<file path="src/rtl/tcte_pkg.sv">
package tcte_pkg;

   localparam int SOCKETS_DEF = 8;

   localparam logic [7:0] FLAG_FIN = 8'h01;
   localparam logic [7:0] FLAG_SYN = 8'h02;
   localparam logic [7:0] FLAG_RST = 8'h04;
   localparam logic [7:0] FLAG_PSH = 8'h08;
   localparam logic [7:0] FLAG_ACK = 8'h10;

   localparam logic [1:0] ST_FREE = 2'd0;
   localparam logic [1:0] ST_EST  = 2'd1;
   localparam logic [1:0] ST_CW   = 2'd2;

   localparam logic [1:0] KIND_NONE   = 2'd0;
   localparam logic [1:0] KIND_SEND   = 2'd1;
   localparam logic [1:0] KIND_RESEND = 2'd2;
   localparam logic [1:0] KIND_NOTICE = 2'd3;

   localparam logic [1:0] OP_SEGMENT = 2'd0;
   localparam logic [1:0] OP_TICK    = 2'd1;
   localparam logic [1:0] OP_WRITTEN = 2'd2;
   localparam logic [1:0] OP_CLOSE   = 2'd3;

   localparam logic [0:0] CSR_RESEND_TICKS = 1'd0;
   localparam logic [0:0] CSR_RETRY_LIMIT  = 1'd1;

   localparam logic [15:0] RESEND_TICKS_RST = 16'd20;
   localparam logic [7:0]  RETRY_LIMIT_RST  = 8'd10;

   localparam logic [31:0] SYN_SEQ = 32'hAAAAAAAA;

   typedef struct packed {
      logic [1:0]  op;
      logic [31:0] src_addr;
      logic [15:0] local_port;
      logic [15:0] remote_port;
      logic [31:0] seq_in;
      logic [31:0] ack_in;
      logic [7:0]  flags_in;
      logic [15:0] payload_len;
      logic [2:0]  syn_slot;
      logic        data_taken;
      logic [2:0]  conn;
      logic [7:0]  write_flags;
   } req_type;

   typedef struct packed {
      logic [1:0]  kind;
      logic [2:0]  slot;
      logic [7:0]  flags_out;
      logic [31:0] seq_out;
      logic [31:0] ack_out;
      logic [15:0] our_port;
      logic [15:0] peer_port;
      logic [31:0] peer_addr;
      logic        closing;
      logic        deliver;
      logic        last;
   } rsp_type;

endpackage

</file>
<file path="src/rtl/tcte_req_if.sv">
interface tcte_req_if;
   logic        valid;
   logic        ready;
   logic [1:0]  op;
   logic [31:0] src_addr;
   logic [15:0] local_port;
   logic [15:0] remote_port;
   logic [31:0] seq_in;
   logic [31:0] ack_in;
   logic [7:0]  flags_in;
   logic [15:0] payload_len;
   logic [2:0]  syn_slot;
   logic        data_taken;
   logic [2:0]  conn;
   logic [7:0]  write_flags;

   modport source (output valid, op, src_addr, local_port, remote_port, seq_in, ack_in,
                   flags_in, payload_len, syn_slot, data_taken, conn, write_flags,
                   input ready);
   modport sink (input valid, op, src_addr, local_port, remote_port, seq_in, ack_in,
                 flags_in, payload_len, syn_slot, data_taken, conn, write_flags,
                 output ready);
endinterface

</file>
<file path="src/rtl/tcte_rsp_if.sv">
interface tcte_rsp_if;
   logic        valid;
   logic        ready;
   logic [1:0]  kind;
   logic [2:0]  slot;
   logic [7:0]  flags_out;
   logic [31:0] seq_out;
   logic [31:0] ack_out;
   logic [15:0] our_port;
   logic [15:0] peer_port;
   logic [31:0] peer_addr;
   logic        closing;
   logic        deliver;
   logic        last;

   modport source (output valid, kind, slot, flags_out, seq_out, ack_out, our_port,
                   peer_port, peer_addr, closing, deliver, last, input ready);
   modport sink (input valid, kind, slot, flags_out, seq_out, ack_out, our_port,
                 peer_port, peer_addr, closing, deliver, last, output ready);
endinterface

</file>
<file path="src/rtl/tcp_connection_table_engine.sv">
// TCP connection table engine.
// req_chan takes one transaction per item: a parsed segment, a timer tick, an
// application write-done or a close request. rsp_chan returns response header
// descriptors; the final descriptor of an item carries last. A segment, a
// write-done and a close give exactly one descriptor, a tick one per slot that
// retransmits or times out, possibly none.
// The slot table is one memory read and written at one slot per cycle by a
// small sequencer; req_chan.ready is low while an item is in progress.
// A segment scans slots 1..SOCKETS-1 until one matches, reading and then
// checking each slot (SYN items skip the scan); a tick visits every slot
// the same way; write-done and close visit at most the slot that they name.
// Results pass through one output register, so the next item is accepted
// while a descriptor waits; a stalled receiver holds the sequencer only when
// a further descriptor has to be delivered.
// csr_we writes resend_ticks (index 0) or retry_limit (index 1); write only
// while idle. Reset frees every slot and restores the register defaults; no
// clearing pass is needed.
module tcp_connection_table_engine #(
   parameter int SOCKETS = tcte_pkg::SOCKETS_DEF
) (
   input  logic        clock,
   input  logic        reset,
   tcte_req_if.sink    req_chan,
   tcte_rsp_if.source  rsp_chan,
   input  logic        csr_we,
   input  logic [0:0]  csr_index,
   input  logic [15:0] csr_wdata
);

   localparam int SW = $clog2(SOCKETS);
   localparam logic [SW-1:0] LAST_IDX = SW'(SOCKETS - 1);

   typedef struct packed {
      logic [1:0]  st;
      logic [15:0] own;
      logic [15:0] far;
      logic [31:0] addr;
      logic [31:0] sseq;
      logic [31:0] rack;
      logic [7:0]  lfl;
      logic [15:0] spay;
      logic [15:0] since;
      logic [7:0]  retry;
   } rec_type;

   typedef enum logic [3:0] {
      S_IDLE, S_SRD, S_SCHK, S_ACK, S_SEG, S_WR0, S_SYN, S_REFUSE,
      S_TRD, S_TCHK, S_TPUSH, S_ORD, S_ODO, S_FLUSH
   } state_type;

   function automatic tcte_pkg::rsp_type hdr(rec_type w, logic [2:0] s, logic cl,
                                             logic dv);
      tcte_pkg::rsp_type r;
      r.kind      = tcte_pkg::KIND_SEND;
      r.slot      = s;
      r.flags_out = w.lfl;
      r.seq_out   = w.sseq;
      r.ack_out   = w.rack;
      r.our_port  = w.own;
      r.peer_port = w.far;
      r.peer_addr = w.addr;
      r.closing   = cl;
      r.deliver   = dv;
      r.last      = 1'b0;
      return r;
   endfunction

   function automatic tcte_pkg::rsp_type nothing(logic [2:0] s);
      tcte_pkg::rsp_type r;
      r      = '0;
      r.slot = s;
      return r;
   endfunction

   function automatic rec_type after_send(rec_type w);
      rec_type r;
      r      = w;
      r.spay = 16'd0;
      if ((w.lfl & (tcte_pkg::FLAG_PSH | tcte_pkg::FLAG_SYN | tcte_pkg::FLAG_FIN)) != 8'd0)
      begin
         r.since = 16'd1;
         r.retry = 8'd0;
      end
      return r;
   endfunction

   rec_type                mem [SOCKETS];
   logic [SOCKETS-1:0]     vld_ff;
   rec_type                rd_ff;
   logic                   rdv_ff;
   rec_type                rec_q;

   state_type              state_ff, state_in;
   logic [SW-1:0]          idx_ff, idx_in;
   tcte_pkg::req_type      req_ff, req_in, req_d;
   rec_type                wk_ff, wk_in;
   tcte_pkg::rsp_type      pend_ff, pend_in, hold_ff, hold_in, out_ff, out_in;
   logic                   pend_vld_ff, pend_vld_in, out_vld_ff, out_vld_in;
   logic [15:0]            resend_ff;
   logic [7:0]             limit_ff;

   logic                   mem_we;
   logic [SW-1:0]          mem_wa;
   rec_type                mem_wd;

   rec_type                nw;
   tcte_pkg::rsp_type      res;
   logic [31:0]            nxt;
   logic [15:0]            ns;
   logic                   drop, emit, out_free, grant_ok, match;

   assign req_d = '{op: req_chan.op, src_addr: req_chan.src_addr,
                    local_port: req_chan.local_port, remote_port: req_chan.remote_port,
                    seq_in: req_chan.seq_in, ack_in: req_chan.ack_in,
                    flags_in: req_chan.flags_in, payload_len: req_chan.payload_len,
                    syn_slot: req_chan.syn_slot, data_taken: req_chan.data_taken,
                    conn: req_chan.conn, write_flags: req_chan.write_flags};

   assign req_chan.ready = (state_ff == S_IDLE);
   assign rec_q          = rdv_ff ? rd_ff : '0;
   assign out_free       = !out_vld_ff || rsp_chan.ready;
   assign grant_ok       = (req_ff.syn_slot != 3'd0) && (32'(req_ff.syn_slot) < SOCKETS);
   assign match          = (rec_q.st != tcte_pkg::ST_FREE) &&
                           (rec_q.own == req_ff.local_port) &&
                           (rec_q.far == req_ff.remote_port) &&
                           (rec_q.addr == req_ff.src_addr);

   always_comb begin
      state_in    = state_ff;
      idx_in      = idx_ff;
      req_in      = req_ff;
      wk_in       = wk_ff;
      pend_in     = pend_ff;
      pend_vld_in = pend_vld_ff;
      hold_in     = hold_ff;
      out_in      = out_ff;
      out_vld_in  = out_vld_ff && !rsp_chan.ready;
      mem_we      = 1'b0;
      mem_wa      = idx_ff;
      mem_wd      = rec_q;
      nw          = rec_q;
      res         = nothing(3'(idx_ff));
      nxt         = 32'd0;
      ns          = 16'd0;
      drop        = 1'b0;
      emit        = 1'b0;

      unique case (state_ff)
         S_IDLE: begin
            if (req_chan.valid) begin
               req_in = req_d;
               unique case (req_d.op)
                  tcte_pkg::OP_SEGMENT: begin
                     if ((req_d.flags_in & tcte_pkg::FLAG_SYN) != 8'd0) begin
                        state_in = S_SYN;
                     end else begin
                        idx_in   = SW'(1);
                        state_in = S_SRD;
                     end
                  end
                  tcte_pkg::OP_TICK: begin
                     idx_in   = '0;
                     state_in = S_TRD;
                  end
                  default: begin
                     if (32'(req_d.conn) >= SOCKETS) begin
                        pend_in     = nothing(req_d.conn);
                        pend_vld_in = 1'b1;
                        state_in    = S_FLUSH;
                     end else begin
                        idx_in   = SW'(req_d.conn);
                        state_in = S_ORD;
                     end
                  end
               endcase
            end
         end
         S_SRD: state_in = S_SCHK;
         S_SCHK: begin
            if (match) begin
               wk_in    = rec_q;
               state_in = S_ACK;
            end else if (idx_ff == LAST_IDX) begin
               if ((req_ff.flags_in & (tcte_pkg::FLAG_PSH | tcte_pkg::FLAG_FIN)) != 8'd0) begin
                  state_in = S_REFUSE;
               end else begin
                  pend_in     = nothing(3'd0);
                  pend_vld_in = 1'b1;
                  state_in    = S_FLUSH;
               end
            end else begin
               idx_in   = idx_ff + SW'(1);
               state_in = S_SRD;
            end
         end
         S_ACK: begin
            nxt = wk_ff.sseq + ((wk_ff.spay == 16'd0) ? 32'd1 : {16'd0, wk_ff.spay});
            if (((req_ff.flags_in & tcte_pkg::FLAG_RST) == 8'd0) &&
                ((req_ff.flags_in & tcte_pkg::FLAG_ACK) != 8'd0) &&
                (req_ff.ack_in[15:0] == nxt[15:0])) begin
               wk_in.since = 16'd0;
               wk_in.sseq  = nxt;
            end
            state_in = S_SEG;
         end
         S_SEG: begin
            nw       = wk_ff;
            state_in = S_FLUSH;
            if ((req_ff.flags_in & tcte_pkg::FLAG_RST) != 8'd0) begin
               nw.lfl = tcte_pkg::FLAG_RST | tcte_pkg::FLAG_ACK;
               nw.st  = tcte_pkg::ST_FREE;
               res    = hdr(nw, 3'(idx_ff), 1'b1, 1'b0);
               nw     = after_send(nw);
            end else if ((req_ff.flags_in & tcte_pkg::FLAG_FIN) != 8'd0) begin
               if (wk_ff.st == tcte_pkg::ST_CW) begin
                  nw.lfl  = tcte_pkg::FLAG_ACK;
                  nw.rack = req_ff.seq_in + 32'd1;
                  nw.st   = tcte_pkg::ST_FREE;
                  res     = hdr(nw, 3'(idx_ff), 1'b0, 1'b0);
               end else begin
                  nw.rack = wk_ff.rack + 32'd1;
                  nw.lfl  = tcte_pkg::FLAG_ACK | tcte_pkg::FLAG_FIN;
                  nw.st   = tcte_pkg::ST_CW;
                  res     = hdr(nw, 3'(idx_ff), 1'b1, 1'b0);
               end
               nw = after_send(nw);
            end else if (wk_ff.st == tcte_pkg::ST_CW) begin
               nw.st = tcte_pkg::ST_FREE;
               res   = hdr(nw, 3'(idx_ff), 1'b0, 1'b0);
               nw    = after_send(nw);
            end else if (req_ff.payload_len != 16'd0 && wk_ff.rack == req_ff.seq_in) begin
               nw.rack = wk_ff.rack + {16'd0, req_ff.payload_len};
               if (req_ff.data_taken) begin
                  res.kind    = tcte_pkg::KIND_NOTICE;
                  res.deliver = 1'b1;
               end else if (wk_ff.since != 16'd0) begin
                  res = '{kind: tcte_pkg::KIND_SEND, slot: 3'd0,
                          flags_out: tcte_pkg::FLAG_ACK, seq_out: nw.sseq,
                          ack_out: nw.rack, our_port: req_ff.local_port,
                          peer_port: req_ff.remote_port, peer_addr: req_ff.src_addr,
                          closing: 1'b0, deliver: 1'b1, last: 1'b0};
                  state_in = S_WR0;
               end else begin
                  nw.lfl = tcte_pkg::FLAG_ACK;
                  res    = hdr(nw, 3'(idx_ff), 1'b0, 1'b1);
                  nw     = after_send(nw);
               end
            end
            mem_we      = 1'b1;
            mem_wd      = nw;
            wk_in       = nw;
            pend_in     = res;
            pend_vld_in = 1'b1;
         end
         S_WR0: begin
            mem_we   = 1'b1;
            mem_wa   = '0;
            mem_wd   = '{st: tcte_pkg::ST_FREE, own: req_ff.local_port,
                         far: req_ff.remote_port, addr: req_ff.src_addr,
                         sseq: wk_ff.sseq, rack: wk_ff.rack, lfl: tcte_pkg::FLAG_ACK,
                         spay: 16'd0, since: 16'd0, retry: 8'd0};
            state_in = S_FLUSH;
         end
         S_SYN: begin
            if (grant_ok) begin
               nw = '{st: tcte_pkg::ST_EST, own: req_ff.local_port,
                      far: req_ff.remote_port, addr: req_ff.src_addr,
                      sseq: tcte_pkg::SYN_SEQ, rack: req_ff.seq_in + 32'd1,
                      lfl: tcte_pkg::FLAG_SYN | tcte_pkg::FLAG_ACK,
                      spay: 16'd0, since: 16'd1, retry: 8'd0};
               pend_in     = hdr(nw, req_ff.syn_slot, 1'b0, 1'b0);
               pend_vld_in = 1'b1;
               nw.sseq     = tcte_pkg::SYN_SEQ + 32'd1;
               mem_we      = 1'b1;
               mem_wa      = SW'(req_ff.syn_slot);
               mem_wd      = nw;
               state_in    = S_FLUSH;
            end else begin
               state_in = S_REFUSE;
            end
         end
         S_REFUSE: begin
            nw = '{st: tcte_pkg::ST_FREE, own: req_ff.local_port,
                   far: req_ff.remote_port, addr: req_ff.src_addr,
                   sseq: req_ff.ack_in, rack: req_ff.seq_in,
                   lfl: tcte_pkg::FLAG_RST | tcte_pkg::FLAG_FIN | tcte_pkg::FLAG_ACK,
                   spay: 16'd0, since: 16'd1, retry: 8'd0};
            pend_in     = hdr(nw, 3'd0, 1'b0, 1'b0);
            pend_vld_in = 1'b1;
            mem_we      = 1'b1;
            mem_wa      = '0;
            mem_wd      = nw;
            state_in    = S_FLUSH;
         end
         S_TRD: state_in = S_TCHK;
         S_TCHK: begin
            if (rec_q.st != tcte_pkg::ST_FREE && rec_q.since != 16'd0) begin
               ns       = (rec_q.since == 16'hFFFF) ? rec_q.since : rec_q.since + 16'd1;
               nw.since = ns;
               if (ns > resend_ff) begin
                  emit = 1'b1;
                  if (rec_q.st == tcte_pkg::ST_CW) begin
                     nw.st       = tcte_pkg::ST_FREE;
                     res.kind    = tcte_pkg::KIND_NOTICE;
                     res.closing = 1'b1;
                  end else begin
                     nw.since = 16'd1;
                     drop     = rec_q.retry > limit_ff;
                     if (rec_q.retry != 8'hFF) begin
                        nw.retry = rec_q.retry + 8'd1;
                     end
                     if (drop) begin
                        nw.st = tcte_pkg::ST_FREE;
                     end
                     res         = hdr(rec_q, 3'(idx_ff), drop, 1'b0);
                     res.kind    = tcte_pkg::KIND_RESEND;
                     res.seq_out = 32'd0;
                     res.ack_out = 32'd0;
                  end
               end
               mem_we = 1'b1;
               mem_wd = nw;
            end
            if (emit && pend_vld_ff) begin
               hold_in  = res;
               state_in = S_TPUSH;
            end else begin
               if (emit) begin
                  pend_in     = res;
                  pend_vld_in = 1'b1;
               end
               if (idx_ff == LAST_IDX) begin
                  state_in = S_FLUSH;
               end else begin
                  idx_in   = idx_ff + SW'(1);
                  state_in = S_TRD;
               end
            end
         end
         S_TPUSH: begin
            if (out_free) begin
               out_in      = pend_ff;
               out_in.last = 1'b0;
               out_vld_in  = 1'b1;
               pend_in     = hold_ff;
               if (idx_ff == LAST_IDX) begin
                  state_in = S_FLUSH;
               end else begin
                  idx_in   = idx_ff + SW'(1);
                  state_in = S_TRD;
               end
            end
         end
         S_ORD: state_in = S_ODO;
         S_ODO: begin
            state_in    = S_FLUSH;
            pend_vld_in = 1'b1;
            if (req_ff.op == tcte_pkg::OP_WRITTEN) begin
               nw.lfl  = req_ff.write_flags;
               pend_in = hdr(nw, 3'(idx_ff), 1'b0, 1'b0);
               nw      = after_send(nw);
               nw.spay = req_ff.payload_len;
               mem_we  = 1'b1;
               mem_wd  = nw;
            end else if (rec_q.st == tcte_pkg::ST_FREE || rec_q.st == tcte_pkg::ST_CW) begin
               pend_in = nothing(3'(idx_ff));
            end else begin
               nw.lfl  = tcte_pkg::FLAG_FIN | tcte_pkg::FLAG_ACK;
               nw.st   = tcte_pkg::ST_CW;
               pend_in = hdr(nw, 3'(idx_ff), 1'b0, 1'b0);
               nw      = after_send(nw);
               mem_we  = 1'b1;
               mem_wd  = nw;
            end
         end
         S_FLUSH: begin
            if (!pend_vld_ff) begin
               state_in = S_IDLE;
            end else if (out_free) begin
               out_in      = pend_ff;
               out_in.last = 1'b1;
               out_vld_in  = 1'b1;
               pend_vld_in = 1'b0;
               state_in    = S_IDLE;
            end
         end
         default: state_in = S_IDLE;
      endcase
   end

   always_ff @(posedge clock) begin
      if (mem_we) begin
         mem[mem_wa] <= mem_wd;
      end
      rd_ff <= mem[idx_ff];
   end

   always_ff @(posedge clock) begin
      if (reset) begin
         vld_ff <= '0;
         rdv_ff <= 1'b0;
      end else begin
         if (mem_we) begin
            vld_ff[mem_wa] <= 1'b1;
         end
         rdv_ff <= vld_ff[idx_ff];
      end
   end

   always_ff @(posedge clock) begin
      if (reset) begin
         state_ff    <= S_IDLE;
         pend_vld_ff <= 1'b0;
         out_vld_ff  <= 1'b0;
         resend_ff   <= tcte_pkg::RESEND_TICKS_RST;
         limit_ff    <= tcte_pkg::RETRY_LIMIT_RST;
      end else begin
         state_ff    <= state_in;
         pend_vld_ff <= pend_vld_in;
         out_vld_ff  <= out_vld_in;
         if (csr_we) begin
            unique case (csr_index)
               tcte_pkg::CSR_RESEND_TICKS: resend_ff <= csr_wdata;
               tcte_pkg::CSR_RETRY_LIMIT:  limit_ff  <= csr_wdata[7:0];
               default: ;
            endcase
         end
      end
      idx_ff  <= idx_in;
      req_ff  <= req_in;
      wk_ff   <= wk_in;
      pend_ff <= pend_in;
      hold_ff <= hold_in;
      out_ff  <= out_in;
   end

   assign rsp_chan.valid     = out_vld_ff;
   assign rsp_chan.kind      = out_ff.kind;
   assign rsp_chan.slot      = out_ff.slot;
   assign rsp_chan.flags_out = out_ff.flags_out;
   assign rsp_chan.seq_out   = out_ff.seq_out;
   assign rsp_chan.ack_out   = out_ff.ack_out;
   assign rsp_chan.our_port  = out_ff.our_port;
   assign rsp_chan.peer_port = out_ff.peer_port;
   assign rsp_chan.peer_addr = out_ff.peer_addr;
   assign rsp_chan.closing   = out_ff.closing;
   assign rsp_chan.deliver   = out_ff.deliver;
   assign rsp_chan.last      = out_ff.last;

endmodule

</file>
<file path="src/flat_wrapper.sv">
// flat-port wrapper written by rule: the top's interface ports become plain ports
module tcp_connection_table_engine_flat 
#(
   parameter int SOCKETS = tcte_pkg::SOCKETS_DEF
)
  (clock, reset, csr_we, csr_index, csr_wdata, req_chan_valid, req_chan_op, req_chan_src_addr, req_chan_local_port, req_chan_remote_port, req_chan_seq_in, req_chan_ack_in, req_chan_flags_in, req_chan_payload_len, req_chan_syn_slot, req_chan_data_taken, req_chan_conn, req_chan_write_flags, req_chan_ready, rsp_chan_valid, rsp_chan_kind, rsp_chan_slot, rsp_chan_flags_out, rsp_chan_seq_out, rsp_chan_ack_out, rsp_chan_our_port, rsp_chan_peer_port, rsp_chan_peer_addr, rsp_chan_closing, rsp_chan_deliver, rsp_chan_last, rsp_chan_ready);
  tcte_req_if req_chan_i ();
  tcte_rsp_if rsp_chan_i ();
  input  logic clock;
  input  logic reset;
  input  logic csr_we;
  input  logic [0:0] csr_index;
  input  logic [15:0] csr_wdata;
  input wire logic [$bits(req_chan_i.valid)-1:0] req_chan_valid;
  input wire logic [$bits(req_chan_i.op)-1:0] req_chan_op;
  input wire logic [$bits(req_chan_i.src_addr)-1:0] req_chan_src_addr;
  input wire logic [$bits(req_chan_i.local_port)-1:0] req_chan_local_port;
  input wire logic [$bits(req_chan_i.remote_port)-1:0] req_chan_remote_port;
  input wire logic [$bits(req_chan_i.seq_in)-1:0] req_chan_seq_in;
  input wire logic [$bits(req_chan_i.ack_in)-1:0] req_chan_ack_in;
  input wire logic [$bits(req_chan_i.flags_in)-1:0] req_chan_flags_in;
  input wire logic [$bits(req_chan_i.payload_len)-1:0] req_chan_payload_len;
  input wire logic [$bits(req_chan_i.syn_slot)-1:0] req_chan_syn_slot;
  input wire logic [$bits(req_chan_i.data_taken)-1:0] req_chan_data_taken;
  input wire logic [$bits(req_chan_i.conn)-1:0] req_chan_conn;
  input wire logic [$bits(req_chan_i.write_flags)-1:0] req_chan_write_flags;
  output wire logic [$bits(req_chan_i.ready)-1:0] req_chan_ready;
  output wire logic [$bits(rsp_chan_i.valid)-1:0] rsp_chan_valid;
  output wire logic [$bits(rsp_chan_i.kind)-1:0] rsp_chan_kind;
  output wire logic [$bits(rsp_chan_i.slot)-1:0] rsp_chan_slot;
  output wire logic [$bits(rsp_chan_i.flags_out)-1:0] rsp_chan_flags_out;
  output wire logic [$bits(rsp_chan_i.seq_out)-1:0] rsp_chan_seq_out;
  output wire logic [$bits(rsp_chan_i.ack_out)-1:0] rsp_chan_ack_out;
  output wire logic [$bits(rsp_chan_i.our_port)-1:0] rsp_chan_our_port;
  output wire logic [$bits(rsp_chan_i.peer_port)-1:0] rsp_chan_peer_port;
  output wire logic [$bits(rsp_chan_i.peer_addr)-1:0] rsp_chan_peer_addr;
  output wire logic [$bits(rsp_chan_i.closing)-1:0] rsp_chan_closing;
  output wire logic [$bits(rsp_chan_i.deliver)-1:0] rsp_chan_deliver;
  output wire logic [$bits(rsp_chan_i.last)-1:0] rsp_chan_last;
  input wire logic [$bits(rsp_chan_i.ready)-1:0] rsp_chan_ready;
  assign req_chan_i.valid = req_chan_valid;
  assign req_chan_i.op = req_chan_op;
  assign req_chan_i.src_addr = req_chan_src_addr;
  assign req_chan_i.local_port = req_chan_local_port;
  assign req_chan_i.remote_port = req_chan_remote_port;
  assign req_chan_i.seq_in = req_chan_seq_in;
  assign req_chan_i.ack_in = req_chan_ack_in;
  assign req_chan_i.flags_in = req_chan_flags_in;
  assign req_chan_i.payload_len = req_chan_payload_len;
  assign req_chan_i.syn_slot = req_chan_syn_slot;
  assign req_chan_i.data_taken = req_chan_data_taken;
  assign req_chan_i.conn = req_chan_conn;
  assign req_chan_i.write_flags = req_chan_write_flags;
  assign req_chan_ready = req_chan_i.ready;
  assign rsp_chan_valid = rsp_chan_i.valid;
  assign rsp_chan_kind = rsp_chan_i.kind;
  assign rsp_chan_slot = rsp_chan_i.slot;
  assign rsp_chan_flags_out = rsp_chan_i.flags_out;
  assign rsp_chan_seq_out = rsp_chan_i.seq_out;
  assign rsp_chan_ack_out = rsp_chan_i.ack_out;
  assign rsp_chan_our_port = rsp_chan_i.our_port;
  assign rsp_chan_peer_port = rsp_chan_i.peer_port;
  assign rsp_chan_peer_addr = rsp_chan_i.peer_addr;
  assign rsp_chan_closing = rsp_chan_i.closing;
  assign rsp_chan_deliver = rsp_chan_i.deliver;
  assign rsp_chan_last = rsp_chan_i.last;
  assign rsp_chan_i.ready = rsp_chan_ready;
  tcp_connection_table_engine #(.SOCKETS(SOCKETS)) u_core (.clock(clock), .reset(reset), .req_chan(req_chan_i), .rsp_chan(rsp_chan_i), .csr_we(csr_we), .csr_index(csr_index), .csr_wdata(csr_wdata));
endmodule
</file>
<file path="config.mk">
export PLATFORM = sky130hd
export DESIGN_NAME = tcp_connection_table_engine_flat
export DESIGN_NICKNAME = d
export VERILOG_FILES = /design/src/rtl/tcte_pkg.sv /design/src/rtl/tcte_req_if.sv /design/src/rtl/tcte_rsp_if.sv /design/src/rtl/tcp_connection_table_engine.sv /design/src/flat_wrapper.sv
export SDC_FILE = /design/constraint.sdc
export NUM_CORES = 2
export LEC_CHECK = 0
export ABC_AREA = 1
export BUFFER_PORTS_ARGS = -buffer_cell sky130_fd_sc_hd__buf_2
export CORE_MARGIN = 10
export CORE_UTILIZATION = 30
export CTS_CLUSTER_DIAMETER = 80
export DETAILED_ROUTE_END_ITERATION = 10
export SYNTH_ARGS = -nofsm -noshare
export SYNTH_HDL_FRONTEND = slang
export SYNTH_SLANG_ARGS = --single-unit
</file>
<file path="constraint.sdc">
create_clock -name clock -period 17.83 [get_ports clock]
set_input_delay 1.783 -clock clock [delete_from_list [all_inputs] [get_ports clock]]
set_output_delay 1.783 -clock clock [all_outputs]
set_load 0.01 [all_outputs]
</file>
==> qor.csv <==
stage,metric,value,unit
route,drcViolationCount,0,
power_and_ir_drop,p_int,12.6,mW
finish,final_common_cell,edfxtp_1,
route,via_per_inst,5.19,
synthesis,synthArstFlopShare,0,
critical_path,crit_fanout,79,
critical_path,critPathCaptureType,register,
critical_path,cp_num_buf_inv,7,
placed_design,detailedPlacementHpwl,209,mm
synthesis,seq_area_frac_synth,0.669,
power_and_ir_drop,p_total,19.9,mW
sta,tns,0,ns
clock_tree,clkSinkCount,2349,
hold_path,min_path_cells,0,
grt,met3_usage,0.0335,
finish,fin_cells,14500,
clock_tree,cts_resized,0,
critical_path,start_kind,register,
critical_path,crit_start,u_core.state_ff[3],
synthesis,synth-edff-count,2132,
route,via_count,75300,
synthesis,syn_avg_cell_area,10.7,um2
critical_path,reg2reg_depth,14,
synthesis,synth_area_leaders,"edfxtp_1 (63%), nor2_1 (6.7%), o21ai_0 (5.5%)",
power_and_ir_drop,power_frac_comb,0.292,
sta,finalCriticalPeriod,6.77,ns
sta,finalHoldViolCount,0,
synthesis,ys_warn_count,0,
finish,drive_gt1_frac,0.0981,
critical_path,crit_family,buffers and inverters,
grt,grt_max_degree,187,
power_and_ir_drop,power.share.sequential,0.418,
sta,fmax,148,MHz
critical_path,crit_required,18.31,ns
synthesis,synth_cells,9546,
hold_path,hold_path.class,register to register,
clock_tree,cts_made_buffers,275,
finish,final_cell_mix,"edfxtp_1 (2132), nor2_1 (1797), nand2_1 (1306), o21ai_0 (1115), inv_1 (545)",
die,io_pins,337,
power_and_ir_drop,ir_drop,0.135,mV
synthesis,synth_cell_type_count,64,
die,core,340000,um2
die,die_area,364000,um2
die,fp.dieH,604,um
clock_tree,cts_hold_buf,0,
critical_path,crit_chain,"nor2_2, nand2_2, buf_4, nand2_1, nand2_2, buf_4, inv_2, a22oi_1, inv_1, nor2_1, nand3_1, inv_8, buf_4, buf_4",
critical_path,rr_endpoint,u_core.mem[3][109],
placed_design,gp_congestion,0.959,
finish,final_area,118000,um2
grt,grt_pass1_wl,491,mm
sta,finalMaxSlewViolations,0,
clock_tree,clk_pin_slew,0.06,ns
clock_tree,root_buffer,clkbuf_16,
synthesis,ys.flop_type,edfxtp_1,
sta,slew_headroom,0.195,
grt,grt_pass1_vias,69700,
placed_design,dpl_cell_area,108000,um2
route,wirelength,344,mm
synthesis,ys_ff_latch,2349,
critical_path,crit_end,u_core.mem[3][109],
clock_tree,cts_tree,built,
critical_path,cpMaxStageDelayCell,buf_4,
flow_run,maxCapViolCount,0,
clock_tree,htreeDepth,5,
die,die_w,604,um
sta,finalSetupViolCount,0,
critical_path,path_class,register to register,
power_and_ir_drop,p_sw,7.32,mW
placed_design,dp_cells,14000,
status,outcome,completed,
power_and_ir_drop,p_clk_frac,0.291,
critical_path,critPathMostFrequentCell,buf_4,
critical_path,path_depth,14,
grt,busiest_layer,met2,
critical_path,cp.arrival,7.25,ns
grt,grt_overflow_total,0,
sta,rsz0062_at_grt,no,
placed_design,io_buffer_count,333,
critical_path,worstReg2RegStart,u_core.state_ff[3],
route,first_iter_violations,8775,
route,wl_per_cell,23.7,um
clock_tree,post-cts-setup-buffers,0,
synthesis,syn-num-nets,9802,
finish,nNetsFinal,9968,
route,drt-pass1-iter-count,6,
die,rows,214,
grt,met2_usage,0.286,
power_and_ir_drop,powerDensity,169,nW/um2
power_and_ir_drop,leakage,41.9,nW
critical_path,slowest_delay,0.95,ns
synthesis,synth_top_cell_by_area,edfxtp_1,
finish,postLayoutCoreUtil,0.347,
synthesis,yosys.area.top_type_share,0.627,
clock_tree,clock_path_buffers,4,
sta,finalCritPeriodShare,0.380,
synthesis,mappedNetlistArea,102000,um2
clock_tree,clock_latency,0.93,ns
sta,worst_pin_slew,1.20,ns
grt,grtUsageTotal,0.179,
finish,syn_to_final_growth,15.3,%
power_and_ir_drop,swShare,0.368,
grt,antenna_found_initial,34,
critical_path,r2r_slack,11.06,ns
sta,fin_worst_skew,0.0850,ns
route,ant_nets,0,
die,initial_core_util,0.301,
finish,fillers,33700,
grt,met1_usage,0.238,
## sequential cells by signal, indices dropped and copies added (netlist names), 3 cells and up
name                       flops
u_core.hold_ff                78
u_core.resend_ff              16
u_core.rd_ff                 178
u_core.idx_ff                  3
u_core.mem                  1424
u_core.rsp_chan.peer_port     16
u_core.state_ff                4
u_core.rsp_chan.ack_out       32
u_core.req_ff                162
u_core.wk_ff                 178
u_core.rsp_chan.slot           3
u_core.rsp_chan.seq_out       32
u_core.limit_ff                8
u_core.vld_ff                  8
u_core.rsp_chan.our_port      16
u_core.pend_ff               143
u_core.rsp_chan.peer_addr     32
u_core.rsp_chan.flags_out      8
## cells by family (layout without fill, tap and decap cells)
group / Yosys count / count (layout) / share of synthesized area
other: 0 / 25 / 0
xor gates and xnor gates: 123 / 123 / 0.0107
AOI/OAI and AO/OA: 2047 / 2047 / 0.116
adders and majority gates: 65 / 65 / 0.00811
DFF: 2349 / 2349 / 0.669
buffers and inverters: 1132 / 1524 / 0.0434
and+or+nand+nor: 3830 / 3830 / 0.153
## worst min-delay path by stage
stage          slack (ns)                           end           startpoint
2_1_floorplan        0.40    u_core.rsp_chan.ack_out[0]   u_core.pend_ff[67]
3_3_place_gp         0.40  u_core.rsp_chan.peer_addr[4]    u_core.pend_ff[7]
3_5_place_dp         0.40   u_core.rsp_chan.ack_out[12]   u_core.pend_ff[79]
4_1_cts              0.41    u_core.rsp_chan.seq_out[7]  u_core.pend_ff[106]
5_1_grt              0.41  u_core.rsp_chan.peer_port[9]   u_core.pend_ff[44]
6_report             0.41    u_core.rsp_chan.seq_out[7]  u_core.pend_ff[106]
## power groups by stage
stage,Combinational (mW),Sequential (mW),Clock [mW]
after detailed placement,5.73,8.40,0
after floorplan,3.87,8.12,0
after global routing,6.39,8.35,6.09
after global placement,5.69,8.41,0
after CTS,5.75,8.30,5.88
final,5.80,8.30,5.78
## through the flow
stage                     setup WS, ns  hold WS (ns)
after floorplan                   3.22         0.400
after global placement           11.18         0.403
after detailed placement         11.23         0.405
after CTS                        11.20         0.411
after global routing             10.89         0.415
final                            11.06         0.411
## cell type report
cell class,instances,area [um2],share of cell area
multi-input cells,6065,29500,0.251
inverters,580,2260,0.0192
flip-flops and latches,2349,68400,0.581
repair buffers,441,2580,0.0219
well taps,4536,5680,0.0482
clock inverters,134,1620,0.0137
diodes,25,62.6,0.000531
clock buffers,369,7680,0.0653
## routing by layer
metal	vias up	wire length (um)
met2	3581	158000
met4	12	15500
met1	36800	141000
li1	34300	-
met3	665	30200
met5	-	80
## worst register-to-register path: stages, from the launching register on
cell     delay (ns)
dfxtp_1        0.43
nor2_2         0.14
nand2_2        0.10
buf_4          0.61
nand2_1        0.23
nand2_2        0.12
buf_4          0.82
inv_2          0.45
a22oi_1        0.31
inv_1          0.06
nor2_1         0.24
nand3_1        0.25
inv_8          0.70
buf_4          0.86
buf_4          1.00
## Yosys cell counts, drive strengths merged (2+ instances only)
| cell type | instances |
|---|---|
| inv | 572 |
| buf | 129 |
| fa | 2 |
| clkbuf | 423 |
| o2111ai | 47 |
| a21o | 6 |
| xor2 | 85 |
| a221oi | 35 |
| nor4 | 17 |
| nor3b | 3 |
| nand3b | 30 |
| a2111oi | 10 |
| a21oi | 209 |
| nand2 | 1344 |
| a21boi | 4 |
| a31oi | 188 |
| nor3 | 71 |
| nand3 | 408 |
| and2 | 4 |
| nor2 | 1825 |
| dfxtp | 217 |
| nor4b | 2 |
| o21bai | 8 |
| a211o | 2 |
| xnor2 | 37 |
| a211oi | 8 |
| o21ai | 1122 |
| a32oi | 3 |
| clkinv | 8 |
| nand4 | 109 |
| a22oi | 14 |
| o221ai | 102 |
| o211ai | 76 |
| edfxtp | 2132 |
| o21a | 2 |
| o22ai | 207 |
| or2 | 15 |
| ha | 63 |
Power figures use the tool's default switching activity.
